### config.mk
export PLATFORM = sky130hd
export DESIGN_NAME = packed_grayscale_led_buffer
export DESIGN_NICKNAME = d
export VERILOG_FILES = /design/src/hdl/pglb_pkg.sv /design/src/hdl/pglb_ram.sv /design/src/hdl/pglb_front.sv /design/src/hdl/pglb_cmdq.sv /design/src/hdl/pglb_back.sv /design/src/hdl/packed_grayscale_led_buffer.sv
export SDC_FILE = /design/constraint.sdc
export NUM_CORES = 1
export LEC_CHECK = 0
export BUFFER_PORTS_ARGS = -buffer_cell sky130_fd_sc_hd__buf_2
export CORE_MARGIN = 5
export CORE_UTILIZATION = 45
export DETAILED_ROUTE_END_ITERATION = 8
export MAX_ROUTING_LAYER = met4
export SETUP_SLACK_MARGIN = 0.2
export SYNTH_ARGS = -nofsm -noshare
export SYNTH_HDL_FRONTEND = slang
export SYNTH_SLANG_ARGS = --single-unit
### constraint.sdc
create_clock -name clk -period 4.1 [get_ports clk]
set_input_delay 0.205 -clock clk [delete_from_list [all_inputs] [get_ports clk]]
set_output_delay 0.205 -clock clk [all_outputs]
set_load 0.02 [all_outputs]
### src/hdl/pglb_pkg.sv
package pglb_pkg;

  // Chain geometry
  localparam int NUM_DRIVERS = 4;
  localparam int CHANNELS    = NUM_DRIVERS * 16;
  localparam int PAIRS       = NUM_DRIVERS * 8;
  localparam int ADDR_W      = $clog2(CHANNELS);
  localparam int PTR_W       = $clog2(PAIRS);

  // Field widths
  localparam int KIND_W  = 2;
  localparam int CHAN_W  = 8;
  localparam int LEVEL_W = 12;
  localparam int BYTE_W  = 8;

  // Queue depths
  localparam int CMDQ_DEPTH = 2;
  localparam int CMDQ_AW    = $clog2(CMDQ_DEPTH);
  localparam int CMDQ_CW    = $clog2(CMDQ_DEPTH + 1);
  localparam int OQ_DEPTH   = 2;
  localparam int OQ_AW      = $clog2(OQ_DEPTH);
  localparam int OQ_CW      = $clog2(OQ_DEPTH + 1);

  typedef enum logic [KIND_W-1:0] {
    KIND_WRITE = 2'd0,
    KIND_READ  = 2'd1,
    KIND_FILL  = 2'd2,
    KIND_SHIFT = 2'd3
  } kind_t;

  typedef enum logic [2:0] {
    OP_WRITE = 3'd0,
    OP_READ  = 3'd1,
    OP_OOR   = 3'd2,
    OP_FILL  = 3'd3,
    OP_SHIFT = 3'd4
  } op_t;

  // Classified command passed from front to back
  typedef struct packed {
    op_t                op;
    logic [ADDR_W-1:0]  addr_a;
    logic [ADDR_W-1:0]  addr_b;
    logic [LEVEL_W-1:0] level;
    logic               last;
  } cmd_t;

  typedef struct packed {
    logic [LEVEL_W-1:0] read_level;
    logic               out_of_range;
    logic [BYTE_W-1:0]  serial_byte;
    logic               is_serial;
    logic               frame_last;
  } res_t;

endpackage

### src/hdl/pglb_ram.sv
module pglb_ram #(
  parameter int WIDTH = 12,
  parameter int DEPTH = 64
) (
  input  logic                     clk,
  input  logic                     we,
  input  logic [$clog2(DEPTH)-1:0] waddr,
  input  logic [WIDTH-1:0]         wdata,
  input  logic                     re,
  input  logic [$clog2(DEPTH)-1:0] raddr,
  output logic [WIDTH-1:0]         rdata
);

  logic [WIDTH-1:0] mem_r [DEPTH];
  logic [WIDTH-1:0] rdata_r;

  always_ff @(posedge clk) begin
    if (we) begin
      mem_r[waddr] <= wdata;
    end
    if (re) begin
      rdata_r <= mem_r[raddr];
    end
  end

  assign rdata = rdata_r;

endmodule

### src/hdl/pglb_front.sv
module pglb_front
  import pglb_pkg::*;
(
  input  logic               clk,
  input  logic               rst_n,
  input  logic               push,
  output logic               full,
  input  logic [KIND_W-1:0]  kind,
  input  logic [CHAN_W-1:0]  channel,
  input  logic [LEVEL_W-1:0] level,
  input  logic               cq_full,
  output logic               cq_push,
  output cmd_t               cq_din
);

  logic [PTR_W-1:0]  ptr_r, ptr_nxt;
  logic              in_range;
  logic              keep;
  logic              accept;
  logic              last;
  logic [ADDR_W-1:0] sh_a;
  logic [ADDR_W-1:0] sh_b;
  kind_t             kind_q;

  assign kind_q   = kind_t'(kind);
  assign accept   = push && !cq_full;
  assign full     = cq_full;
  assign in_range = {1'b0, channel} < (CHAN_W + 1)'(CHANNELS);

  // pair p: first = CH-1-2p (odd), second = CH-2-2p
  assign sh_a = ADDR_W'(CHANNELS - 1) - {ptr_r, 1'b0};
  assign sh_b = {sh_a[ADDR_W-1:1], 1'b0};
  assign last = (ptr_r == PTR_W'(PAIRS - 1));

  always_comb begin
    keep          = 1'b1;
    cq_din.op     = OP_WRITE;
    cq_din.addr_a = channel[ADDR_W-1:0];
    cq_din.addr_b = sh_b;
    cq_din.level  = level;
    cq_din.last   = last;
    unique case (kind_q)
      KIND_WRITE: begin
        keep = in_range;
      end
      KIND_READ: begin
        cq_din.op = in_range ? OP_READ : OP_OOR;
      end
      KIND_FILL: begin
        cq_din.op = OP_FILL;
      end
      KIND_SHIFT: begin
        cq_din.op     = OP_SHIFT;
        cq_din.addr_a = sh_a;
      end
      default: begin
        keep = 1'b0;
      end
    endcase
  end

  assign cq_push = accept && keep;

  always_comb begin
    ptr_nxt = ptr_r;
    if (accept && kind_q == KIND_SHIFT) begin
      ptr_nxt = last ? '0 : ptr_r + PTR_W'(1);
    end
  end

  always_ff @(posedge clk) begin
    if (!rst_n) begin
      ptr_r <= '0;
    end else begin
      ptr_r <= ptr_nxt;
    end
  end

endmodule

### src/hdl/pglb_cmdq.sv
module pglb_cmdq
  import pglb_pkg::*;
(
  input  logic clk,
  input  logic rst_n,
  input  logic push,
  input  cmd_t din,
  output logic full,
  input  logic pop,
  output cmd_t dout,
  output logic empty
);

  cmd_t               mem_r [CMDQ_DEPTH];
  logic [CMDQ_AW-1:0] wp_r, wp_nxt;
  logic [CMDQ_AW-1:0] rp_r, rp_nxt;
  logic [CMDQ_CW-1:0] cnt_r, cnt_nxt;
  logic               do_push;
  logic               do_pop;

  assign full    = (cnt_r == CMDQ_CW'(CMDQ_DEPTH));
  assign empty   = (cnt_r == '0);
  assign do_push = push && !full;
  assign do_pop  = pop && !empty;
  assign dout    = mem_r[rp_r];

  always_comb begin
    wp_nxt  = wp_r;
    rp_nxt  = rp_r;
    cnt_nxt = cnt_r;
    if (do_push) begin
      wp_nxt = (wp_r == CMDQ_AW'(CMDQ_DEPTH - 1)) ? '0 : wp_r + CMDQ_AW'(1);
    end
    if (do_pop) begin
      rp_nxt = (rp_r == CMDQ_AW'(CMDQ_DEPTH - 1)) ? '0 : rp_r + CMDQ_AW'(1);
    end
    if (do_push && !do_pop) begin
      cnt_nxt = cnt_r + CMDQ_CW'(1);
    end else if (do_pop && !do_push) begin
      cnt_nxt = cnt_r - CMDQ_CW'(1);
    end
  end

  always_ff @(posedge clk) begin
    if (!rst_n) begin
      wp_r  <= '0;
      rp_r  <= '0;
      cnt_r <= '0;
    end else begin
      wp_r  <= wp_nxt;
      rp_r  <= rp_nxt;
      cnt_r <= cnt_nxt;
    end
  end

  always_ff @(posedge clk) begin
    if (do_push) begin
      mem_r[wp_r] <= din;
    end
  end

endmodule

### src/hdl/pglb_back.sv
module pglb_back
  import pglb_pkg::*;
(
  input  logic clk,
  input  logic rst_n,
  input  cmd_t cq_dout,
  input  logic cq_empty,
  output logic cq_pop,
  output res_t res,
  output logic empty,
  input  logic pop
);

  typedef enum logic [2:0] {
    S_IDLE,
    S_RD,
    S_SHA,
    S_E0,
    S_E1,
    S_E2
  } state_t;

  state_t             state_r, state_nxt;
  cmd_t               cmd_r, cmd_nxt;
  logic [LEVEL_W-1:0] a_r, a_nxt;

  // level store: RAM plus per-channel valid bits; invalid reads as fill level
  logic [CHANNELS-1:0] vld_r;
  logic [LEVEL_W-1:0]  fill_r;
  logic                rd_vld_r;
  logic                ram_we;
  logic                ram_re;
  logic [ADDR_W-1:0]   ram_raddr;
  logic [LEVEL_W-1:0]  ram_rdata;
  logic                fill_we;
  logic [LEVEL_W-1:0]  store_val;

  // result queue
  res_t             oq_r [OQ_DEPTH];
  logic [OQ_AW-1:0] oq_wp_r, oq_rp_r;
  logic [OQ_CW-1:0] oq_cnt_r;
  logic             oq_full;
  logic             oq_push;
  logic             oq_pop;
  res_t             oq_din;

  pglb_ram #(
    .WIDTH (LEVEL_W),
    .DEPTH (CHANNELS)
  ) u_store (
    .clk   (clk),
    .we    (ram_we),
    .waddr (cq_dout.addr_a),
    .wdata (cq_dout.level),
    .re    (ram_re),
    .raddr (ram_raddr),
    .rdata (ram_rdata)
  );

  assign store_val = rd_vld_r ? ram_rdata : fill_r;

  always_comb begin
    state_nxt = state_r;
    cmd_nxt   = cmd_r;
    a_nxt     = a_r;
    cq_pop    = 1'b0;
    ram_we    = 1'b0;
    ram_re    = 1'b0;
    ram_raddr = cq_dout.addr_a;
    fill_we   = 1'b0;
    oq_push   = 1'b0;
    oq_din    = '0;
    unique case (state_r)
      S_IDLE: begin
        if (!cq_empty) begin
          unique case (cq_dout.op)
            OP_WRITE: begin
              ram_we = 1'b1;
              cq_pop = 1'b1;
            end
            OP_FILL: begin
              fill_we = 1'b1;
              cq_pop  = 1'b1;
            end
            OP_READ: begin
              ram_re    = 1'b1;
              cq_pop    = 1'b1;
              state_nxt = S_RD;
            end
            OP_OOR: begin
              if (!oq_full) begin
                oq_push             = 1'b1;
                oq_din.out_of_range = 1'b1;
                cq_pop              = 1'b1;
              end
            end
            OP_SHIFT: begin
              ram_re    = 1'b1;
              cq_pop    = 1'b1;
              cmd_nxt   = cq_dout;
              state_nxt = S_SHA;
            end
            default: begin
              cq_pop = 1'b1;
            end
          endcase
        end
      end
      S_RD: begin
        if (!oq_full) begin
          oq_push           = 1'b1;
          oq_din.read_level = store_val;
          state_nxt         = S_IDLE;
        end
      end
      S_SHA: begin
        a_nxt     = store_val;
        ram_re    = 1'b1;
        ram_raddr = cmd_r.addr_b;
        state_nxt = S_E0;
      end
      S_E0: begin
        if (!oq_full) begin
          oq_push            = 1'b1;
          oq_din.is_serial   = 1'b1;
          oq_din.serial_byte = a_r[11:4];
          state_nxt          = S_E1;
        end
      end
      S_E1: begin
        if (!oq_full) begin
          oq_push            = 1'b1;
          oq_din.is_serial   = 1'b1;
          oq_din.serial_byte = {a_r[3:0], store_val[11:8]};
          state_nxt          = S_E2;
        end
      end
      S_E2: begin
        if (!oq_full) begin
          oq_push            = 1'b1;
          oq_din.is_serial   = 1'b1;
          oq_din.serial_byte = store_val[7:0];
          oq_din.frame_last  = cmd_r.last;
          state_nxt          = S_IDLE;
        end
      end
      default: begin
        state_nxt = S_IDLE;
      end
    endcase
  end

  always_ff @(posedge clk) begin
    if (!rst_n) begin
      state_r <= S_IDLE;
    end else begin
      state_r <= state_nxt;
    end
    cmd_r <= cmd_nxt;
    a_r   <= a_nxt;
  end

  always_ff @(posedge clk) begin
    if (!rst_n) begin
      vld_r  <= '0;
      fill_r <= '0;
    end else if (fill_we) begin
      vld_r  <= '0;
      fill_r <= cq_dout.level;
    end else if (ram_we) begin
      vld_r[cq_dout.addr_a] <= 1'b1;
    end
  end

  always_ff @(posedge clk) begin
    if (ram_re) begin
      rd_vld_r <= vld_r[ram_raddr];
    end
  end

  // result queue
  assign oq_full = (oq_cnt_r == OQ_CW'(OQ_DEPTH));
  assign empty   = (oq_cnt_r == '0);
  assign oq_pop  = pop && !empty;
  assign res     = oq_r[oq_rp_r];

  always_ff @(posedge clk) begin
    if (!rst_n) begin
      oq_wp_r  <= '0;
      oq_rp_r  <= '0;
      oq_cnt_r <= '0;
    end else begin
      if (oq_push) begin
        oq_wp_r <= (oq_wp_r == OQ_AW'(OQ_DEPTH - 1)) ? '0 : oq_wp_r + OQ_AW'(1);
      end
      if (oq_pop) begin
        oq_rp_r <= (oq_rp_r == OQ_AW'(OQ_DEPTH - 1)) ? '0 : oq_rp_r + OQ_AW'(1);
      end
      if (oq_push && !oq_pop) begin
        oq_cnt_r <= oq_cnt_r + OQ_CW'(1);
      end else if (oq_pop && !oq_push) begin
        oq_cnt_r <= oq_cnt_r - OQ_CW'(1);
      end
    end
  end

  always_ff @(posedge clk) begin
    if (oq_push) begin
      oq_r[oq_wp_r] <= oq_din;
    end
  end

  a_push_room: assert property (@(posedge clk) disable iff (!rst_n)
    oq_push |-> !oq_full)
    else $error("result pushed into full queue");

  a_pop_idle: assert property (@(posedge clk) disable iff (!rst_n)
    cq_pop |-> (state_r == S_IDLE) && !cq_empty)
    else $error("command taken outside idle");

  a_sha_next: assert property (@(posedge clk) disable iff (!rst_n)
    state_r == S_SHA |=> state_r == S_E0)
    else $error("second read of pair not followed by first byte");

  a_last_serial: assert property (@(posedge clk) disable iff (!rst_n)
    oq_push && oq_din.frame_last |-> oq_din.is_serial && state_r == S_E2)
    else $error("frame end flagged on a non-final byte");

  a_cnt_bound: assert property (@(posedge clk) disable iff (!rst_n)
    oq_cnt_r <= OQ_CW'(OQ_DEPTH))
    else $error("result queue count overflow");

endmodule

### src/hdl/packed_grayscale_led_buffer.sv
// Packed 12-bit grayscale buffer for a chain of LED drivers (16 channels each).
//
// Input side is a queue: drive in_kind/in_channel/in_level and raise push;
// the item transfers on a clock edge with push high and full low. Kinds are
// write channel, read channel, fill all channels, and shift next pair.
// Result side is a queue too: while empty is low the oldest result sits on
// the out_ ports; it transfers on an edge with pop high.
//
// A front stage classifies each item (range check, pair address) and owns
// the pair pointer; a two-entry command queue decouples it from the back
// stage, which owns the level store (RAM with one write and one registered
// read port) and a two-entry result queue. Writes and fills finish in the
// idle state; a read's result passes the command queue, the registered RAM
// read and the result queue; a shift makes two RAM reads through the one
// read port, then queues one byte per cycle while the result queue has room.
// Fill clears the per-channel valid bits and records the fill level.
// Reset (synchronous, rst_n low) empties both queues, zeroes the pair
// pointer and makes every channel read as zero; no clearing sweep is needed.
// If the receiver stalls, the result queue fills, the back stage holds, and
// full rises once the command queue is also full; nothing is dropped.
module packed_grayscale_led_buffer
  import pglb_pkg::*;
(
  input  logic               clk,
  input  logic               rst_n,
  // input channel
  input  logic               push,
  output logic               full,
  input  logic [KIND_W-1:0]  in_kind,
  input  logic [CHAN_W-1:0]  in_channel,
  input  logic [LEVEL_W-1:0] in_level,
  // result channel
  output logic               empty,
  input  logic               pop,
  output logic [LEVEL_W-1:0] out_read_level,
  output logic               out_out_of_range,
  output logic [BYTE_W-1:0]  out_serial_byte,
  output logic               out_is_serial,
  output logic               out_frame_last
);

  // front -> command queue
  cmd_t cq_din;
  logic cq_push;
  logic cq_full;
  // command queue -> back
  cmd_t cq_dout;
  logic cq_pop;
  logic cq_empty;
  // back -> result ports
  res_t res;

  pglb_front u_front (
    .clk     (clk),
    .rst_n   (rst_n),
    .push    (push),
    .full    (full),
    .kind    (in_kind),
    .channel (in_channel),
    .level   (in_level),
    .cq_full (cq_full),
    .cq_push (cq_push),
    .cq_din  (cq_din)
  );

  pglb_cmdq u_cmdq (
    .clk   (clk),
    .rst_n (rst_n),
    .push  (cq_push),
    .din   (cq_din),
    .full  (cq_full),
    .pop   (cq_pop),
    .dout  (cq_dout),
    .empty (cq_empty)
  );

  // store, sequencer and result queue
  pglb_back u_back (
    .clk      (clk),
    .rst_n    (rst_n),
    .cq_dout  (cq_dout),
    .cq_empty (cq_empty),
    .cq_pop   (cq_pop),
    .res      (res),
    .empty    (empty),
    .pop      (pop)
  );

  assign out_read_level   = res.read_level;
  assign out_out_of_range = res.out_of_range;
  assign out_serial_byte  = res.serial_byte;
  assign out_is_serial    = res.is_serial;
  assign out_frame_last   = res.frame_last;

endmodule

# After elaboration in Yosys (flattened, before gate mapping)
# Memories as Yosys holds them, arrays and structs flattened. A register that Yosys moved wholly into a read port is not among the register bits.
# Index checks and enable logic that the tools add are counted.
# W data, S select, Z words.
# totals
elab_cells	144
ram_bits	868
reg_bits	112
n_memories	3
output_inout_bits	25
# mem_list
name	words	width	read_ports	rd_ports_with_merged_regs	wr	line_no	text
u_back.u_store.mem_r	64	12	1	1	1	pglb_ram.sv:14	logic [WIDTH-1:0] mem_r [DEPTH];
u_cmdq.mem_r	2	27	1	1	1	pglb_cmdq.sv:14	cmd_t mem_r [CMDQ_DEPTH];
u_back.oq_r	2	23	1	1	1	pglb_back.sv:39	res_t oq_r [OQ_DEPTH];
# op_classes
bitwise	3
eq_ne	20
n_mux	59
reduce_logical	31
add_sub_neg	10
magnitude_cmp	4
# ops
operator	n
$or A64 B64 Y64	1
$mux W12	3
$mux W1	33
$pmux W9 S3	1
$mux W9	2
$pmux W3 S5	1
$lt A6 B7 Y1 const B	2
$eq A3 B2 Y1 const B	4
$mux W3	4
$mux W6	2
$logic_and A1 B1 Y1	11
$mux W10	1
$mux W2	5
$eq A3 B3 Y1 const B	3
$pmux W3 S3	1
$eq A2 B2 Y1 const B	4
$lt A8 B7 Y1 const B	1
$ne A2 B2 Y1 const B	4
$logic_not A1 Y1	7
$bmux W1 S6	1
$demux W1 S6	1
$eq A3 B1 Y1 const B	2
$ge A6 B1 Y1 const B	1
$logic_not A2 Y1	3
other kinds (18)	29

# Logic depth before layout (Yosys ltp)
# Gate-level depths: netlist of run 1.
# logic_depth
ltp_word	9
depth_mapped	13
mapped_depth_nobuf	9

# Modules after synthesis
# From an unflattened synthesis of run 1, not the netlist that was laid out.
# hier_totals
cells_unflattened	2149
hier_area_um2	39160.1
# modules_own_cells
module	n_inst	seq_area_each_um2	cells_per_inst	area_per_inst_um2
pglb_ram	1	23422.5	1339	29971.2
pglb_back	1	3663.5	631	6432.4
pglb_cmdq	1	1781.7	112	2250.9
pglb_front	1	100.1	67	505.5

# Worst setup path before layout of run 1
# Ideal clock, no wire load.
# synth_timing
path_type	reg-to-reg
from	register (tool-made name)
to	memory u_back.oq_r[0][0] (netlist bit), enable pin
slack_ps	1138
path_stages_with_launch	8
setup_time_ps	405
path_buffers	2
arrival_time_ps	2557
cell_sequence	dfxtp_1 buf_2 buf_4 o32ai_1 nand2_1 nor3_1 o21bai_1 nor2b_1
# synth_rtl
item	line_no
to (decl)	pglb_back.sv:39

# Final worst setup path of run 1
# layout_timing
from	register u_back.state_r[2]
to	register u_back.u_store.rdata_r[11] (netlist: u_back.u_store.rdata[11]), read port of u_back.u_store.mem_r, data pin
# layout_between
elab_chain_len	2
# layout_lines
item	line_no	text
from (decl)	pglb_back.sv:23	state_t state_r, state_nxt;
from (signal assigned)	pglb_back.sv:157	state_r <= state_nxt;
$eq A3 B2 Y1 or $logic_not A3 Y1 (tied branches)	pglb_back.sv:73	unique case (state_r)
$pmux W1 S2 or $mux W6 (tied branches)	pglb_back.sv:73	
to (decl)	pglb_ram.sv:15	logic [WIDTH-1:0] rdata_r;
# Parallel ways exist; a longest one is shown, timed or not.
# A chain may end at the register's enable or synchronous reset.

==> results of run 1 <==
Yosys cell counts (4+ instances only):
| cell type | n |
|---|---|
| a2111oi_0 | 12 |
| a211o_1 | 12 |
| a211oi_2 | 12 |
| a21boi_0 | 27 |
| a21oi_1 | 151 |
| a221oi_1 | 27 |
| a22o_1 | 12 |
| a22oi_1 | 21 |
| a31oi_1 | 56 |
| a32oi_1 | 14 |
| and2_1 | 12 |
| and3_1 | 27 |
| buf_1 | 19 |
| buf_2 | 45 |
| buf_4 | 12 |
| buf_6 | 7 |
| clkbuf_1 | 92 |
| dfxtp_1 | 94 |
| edfxtp_1 | 899 |
| ha_1 | 4 |
| inv_1 | 17 |
| mux2_2 | 66 |
| mux2i_1 | 75 |
| mux4_2 | 29 |
| nand2_1 | 535 |
| nand2b_1 | 8 |
| nand3_1 | 142 |
| nor2_1 | 98 |
| nor2b_1 | 27 |
| nor3_1 | 32 |
| nor4_1 | 17 |
| o211ai_1 | 15 |
| o21a_1 | 66 |
| o21ai_0 | 24 |
| o21bai_1 | 14 |
| o22ai_1 | 39 |
| o311ai_0 | 12 |
| o31ai_1 | 6 |
| or3_1 | 15 |
| xnor2_1 | 6 |
cell type report:
cell class / instances / area (um^2) / share of cell area, %
inverters: 18 / 70.1 / 0.153
clock inverters: 63 / 564 / 1.23
flip-flops and latches: 993 / 28900 / 63.2
well taps: 1165 / 1460 / 3.19
clock buffers: 124 / 2670 / 5.85
multi-input cells: 1648 / 10100 / 22.0
repair buffers: 241 / 2000 / 4.38
diodes: 3 / 7.51 / 0.0164
report_power, final:
part	switching (uW)	internal, uW
clock network	3780	5200
registers	231	12000
logic	5300	2410
metal layers:
| metal | GRT usage, % | share of wire, % | vias up |
|---|---|---|---|
| li1 | - | - | 11100 |
| met1 | 30.9 | 42 | 12600 |
| met2 | 36.6 | 48 | 979 |
| met3 | 3.77 | 6.7 | 192 |
| met4 | 7.02 | 3.1 | 0 |
| met5 | - | 0 | - |
logic make-up (layout without fill, tap and decap cells):
kind of cell	Yosys count	after routing
compound gates	533	533
xor+xnor	8	8
fa+ha+maj	4	4
buf+inv	193	446
flops	993	993
mux	175	175
other cells	0	3
simple gates	928	928
tightest hold or removal path, cell delays in order:
cell	delay, ns
buf_2	0.10
o21ai_0	0.13
xnor2_1	0.09
and2_1	0.15
registers in the layout, summed over array words and instances (netlist names), 2 cells and up, named ones only:
register / flops
u_cmdq.cnt_r: 2
u_back.state_r: 3
u_back.u_store.mem_r: 768
u_cmdq.mem_r: 54
u_back.fill_r: 12
u_back.oq_cnt_r: 2
u_back.a_r: 12
u_front.ptr_r: 5
u_back.u_store.rdata: 12
u_back.oq_r: 46
u_back.vld_r: 64
u_back.cmd_r: 6
per-stage QoR:
| step | cells | setup WS (ns) | hold slack [ns] | area, um^2 |
|---|---|---|---|---|
| floorplan | 2834 | 1.14 | 0.304 | 39800 |
| global placement | 4043 | 0.358 | 0.398 | 42300 |
| detailed placement | 4043 | 0.346 | 0.399 | 42300 |
| CTS | 4252 | 0.310 | 0.00721 | 45700 |
| global route | 4252 | 0.343 | 0.0572 | 45700 |
| finish | 4255 | 0.424 | 0.0381 | 45700 |
how the worst max path moves through the flow:
stage | slack (ns) | cells after the start | to | start
finish | 0.42 | 9 | u_back.u_store.rdata[11] | u_back.state_r[2]
global route | 0.34 | 9 | u_back.u_store.rdata[11] | u_back.state_r[1]
CTS | 0.31 | 7 | u_back.u_store.rdata[5] | flip-flop
detailed placement | 0.35 | 7 | u_back.u_store.rdata[5] | flip-flop
global placement | 0.36 | 7 | u_back.u_store.rdata[5] | flip-flop
floorplan | 1.14 | 7 | u_back.oq_r[0][0] | flip-flop
repair_timing:
action                                 CTS  global route
gates resized for setup                  0             1
setup endpoints to repair                0             2
hold buffers                            22             0
endpoints found under the hold margin   40             0
==> flow_summary.ini, run 1 <==
[run_status]
status = finished clean

[sta]
fin_crit_sh_pct = 89.7
drv_slew = 0
min_period_ns = 3.68
hold_viol_final = 0
final.setup_skew_ns = 0.0345
worst_pin_slew_ns = 1.24
finalSetupViolCount = 0
slew_headroom_pct = 15.0
timing.fmax_mhz = 272
rsz0062_at_grt = no
setup_tns_ns = 0

[layout]
post-route-util_pct = 51.9
synthToLayoutAreaGrowth_pct = 14.9
fillers = 7345
drive_above_1_share_pct = 16.2
layout_commonest_cell = edfxtp_1
final_cell_mix = edfxtp_1, nand2_1, a21oi_1
fin_nets = 3032

[route]
vias_per_cell = 5.85
drt_iter0_markers = 2744
drc_errors = 0
vias = 24900
first_pass_iters = 6
ant_nets = 0
wl_per_cell_um = 25.2
wirelength_um = 107000

[synthesis]
synthesis.instances = 2834
synth-edff-count = 899
synth_xor_xnor_area_share_pct = 0.176
synth-simple-area-share_pct = 10.2
syn_area_um2 = 39800
synthAdderAreaFrac_pct = 0.126
ys_top_cells_by_area = edfxtp_1, nand2_1, dfxtp_1
synthMuxAreaShare_pct = 5.64
yosysSeqAreaShare_pct = 72.6
syn_avg_cell_area_um2 = 14.0
ys_ff_latch = 993
yosysTopAreaCellShare_pct = 67.8
ys.flop_type = edfxtp_1
yosys_warnings = 0
synth_top_family_by_area = simple AND/OR/NAND/NOR gates
ys_async_sr_fraction_pct = 0
synth_top_area_cell = edfxtp_1
synthesis.nets = 2864
ys_types = 64
synth-compound-area-share_pct = 9.13

[worst_setup_path]
path_delay_family = simple AND/OR/NAND/NOR gates
r2r_slack_ns = 0.42
r2r_end = u_back.u_store.rdata[11]
crit_chain = or3b_2 > buf_12 > a21oi_4 > buf_4 > mux4_2 > o22ai_1 > or3_1 > a211oi_2 > a211o_1
end_kind = flip-flop
worstSetupPathType = reg2reg
cp.buffers_inverters = 2
r2r_cells = 9
cp_slowest_cell = or3b_2
r2r_start = u_back.state_r[2]
cp_data_arrival_time_ns = 4.20
max_stage_delay_ns = 0.63
cp.required_ns = 4.62
crit_fanout = 51
start_kind = flip-flop

[worst_hold_path]
min-delay-start = pop
holdPathEnd = u_back.oq_rp_r
hold_path_depth = 4
hold_path.class = in2reg

[placed_design]
hpwlAfterDp_um = 67500
gp_congestion = 0.906
io_buffers = 50

[pwr]
powerDensity_nw_per_um2 = 633
p_leak_uw = 0.0156
vdd_ir_drop_max_uv = 454
power_uw = 29000

[flow_run]
drv_cap = 0

[clock_network]
clk_pin_slew_ns = 0.06
htreeDepth = 3
cts_buffer_depth = 3
cts_root_buf = clkbuf_16
cts_tree = done
numClockSinks = 993
worstSkewPairLatency_ns = 0.67
post_cts_buffers = 0
cts_buffers = 100

[grt]
grt_antenna_before_repair = 1
grt_pass1_wl_um = 159000
grt_pass1_vias = 24200
groute.usage.overall_pct = 23.0
grt_max_degree = 80
grt_overflow = 0

[floorplan]
core_area_um2 = 88100
die_y_um = 307
io-pin-count = 51
initial_core_util_pct = 45.2
die_x_um = 307
dieArea_um2 = 94500
num_rows = 109
Note: power is estimated with default switching activity, not from simulation.
==> run 2: changes to the inputs <==
--- a/config.mk
+++ b/config.mk
@@ -6,10 +6,10 @@
 export NUM_CORES = 1
 export LEC_CHECK = 0
 export BUFFER_PORTS_ARGS = -buffer_cell sky130_fd_sc_hd__buf_2
-export CORE_MARGIN = 5
 export CORE_UTILIZATION = 45
 export DETAILED_ROUTE_END_ITERATION = 8
 export MAX_ROUTING_LAYER = met4
+export REMOVE_ABC_BUFFERS = 1
 export SETUP_SLACK_MARGIN = 0.2
 export SYNTH_ARGS = -nofsm -noshare
 export SYNTH_HDL_FRONTEND = slang
==> flow_summary.ini, run 2 (synthesis results as in run 1) <==
[run_status]
status = finished clean

[worst_hold_path]
min-delay-start = in_kind[0]
hold_path_depth = 3
hold_path.class = in2reg

[worst_setup_path]
r2r_end = u_back.u_store.rdata[9]
worstSetupPathType = reg2reg
r2r_slack_ns = 0.25
start_kind = flip-flop
r2r_cells = 9
startpoint = u_back.state_r[1]
worstSetupEndpoint = u_back.u_store.rdata[9]
r2r_start = u_back.state_r[1]
cp_data_arrival_time_ns = 4.27
cp.required_ns = 4.53
end_kind = flip-flop
crit_fanout = 50

[placed_design]
dp_cells = 4036
io_buffers = 50
gp_congestion = 0.966
hpwlAfterDp_um = 69300

[sta]
min_period_ns = 3.85
fin_crit_sh_pct = 93.8
final.setup_skew_ns = 0.0309
drv_slew = 0
hold_viol_final = 0
timing.fmax_mhz = 260
rsz0062_at_grt = no
finalSetupViolCount = 0
worst_pin_slew_ns = 1.20
slew_headroom_pct = 20.1

[layout]
largestRegisters = u_back.u_store.mem_r (768), u_back.vld_r (64), u_cmdq.mem_r (54)
final_cell_mix = edfxtp_1, nand2_1, buf_4
synthToLayoutAreaGrowth_pct = 15.4
fin_nets = 3037
layout_commonest_cell = edfxtp_1
drive_above_1_share_pct = 16.8
fillers = 7127
post-route-util_pct = 52.7
largest_reg_flops = 768
multi_input_area_um2 = 10100
regMostFlops = u_back.u_store.mem_r
seq_area_um2 = 28900
layoutNonFillerInstCount = 4254

[grt]
grt_overflow = 0
grt_pass1_vias = 24500
grt_pass1_wl_um = 163000
grt_antenna_before_repair = 1
groute.usage.overall_pct = 25.4
grt_max_degree = 78

[flow_run]
drv_cap = 0

[floorplan]
initial_core_util_pct = 45.7
dieArea_um2 = 89600
die_x_um = 299
io-pin-count = 51
core_area_um2 = 87200
num_rows = 108
die_y_um = 299

[pwr]
vdd_ir_drop_max_uv = 592
p_leak_uw = 0.0157
power_uw = 29700
powerDensity_nw_per_um2 = 647

[clock_network]
numClockSinks = 993
cts_buffers = 104
worstSkewPairLatency_ns = 0.69
cts_root_buf = clkbuf_16
clk_pin_slew_ns = 0.06
htreeDepth = 3
cts_tree = done
cts_buffer_depth = 3

[route]
vias_per_cell = 5.97
wirelength_um = 111000
drc_errors = 0
vias = 25400
first_pass_iters = 6
ant_nets = 0
wl_per_cell_um = 26.1
drt_iter0_markers = 3254
[run 2: cell type report]
| class | count | share of cell area, % |
|---|---|---|
| Clock buffer | 141 | 6.39 |
| Timing Repair Buffer | 242 | 4.04 |
| Tap cell | 1155 | 3.15 |
| Clock inverter | 56 | 1.41 |
| Multi-Input combinational cell | 1648 | 22.0 |
| Antenna cell | 1 | 0.00545 |
| Sequential cell | 993 | 62.9 |
| Inverter | 18 | 0.153 |
[run 2: worst max-delay path, stage by stage, from the launching register on]
cell      delay [ns]
dfxtp_1         0.31
or3b_2          0.34
inv_4           0.18
nor2_4          0.48
buf_12          0.26
buf_4           0.54
a21oi_1         0.13
o311ai_0        0.84
a211oi_2        0.22
a211o_1         0.26
[run 2: power breakdown]
part | switching (uW) | internal (uW) | total (uW)
registers | 224 | 12000 | 12300
logic | 5410 | 2320 | 7730
clock network | 3950 | 5790 | 9740
total | 9580 | 20100 | 29700
[run 2: layer usage]
layer | track usage (%) | vias up | part of all wire (%)
li1 | - | 11100 | -
met1 | 35.8 | 12800 | 42
met2 | 38.5 | 1306 | 46
met3 | 4.24 | 177 | 9.5
met4 | 6.37 | 0 | 2.4
met5 | - | - | 0
[run 2: timing repair]
item / 4_1_cts / 5_1_grt
endpoints found under the setup margin: 1 / 4
gates resized for setup: 1 / 6
buffers inserted: 0 / 0
cloned: 0 / 0
pin swaps: 0 / 0
hold endpoints to repair: 38 / 0
hold buffers: 20 / 0
[run 2: per-stage QoR]
step                      hold slack [ns]  instance area, um^2  setup WS [ns]  TNS (ns)
after global placement              0.393                42100          0.234         0
after global routing               0.0738                45900          0.259         0
after detailed placement            0.396                42100          0.217         0
after CTS                          0.0150                45900          0.211         0
final                              0.0557                45900          0.253         0
after floorplan                     0.304                39000          -2.64    -56.39
[run 2: how the worst min path moves through the flow]
stage	end	slack, ns
after detailed placement	u_cmdq.mem_r[1][1]	0.40
after floorplan	u_cmdq.mem_r[0][10]	0.30
after global placement	u_cmdq.mem_r[0][2]	0.39
after CTS	flip-flop	0.01
final	u_cmdq.mem_r[1][25]	0.06
after global routing	u_cmdq.mem_r[1][25]	0.07
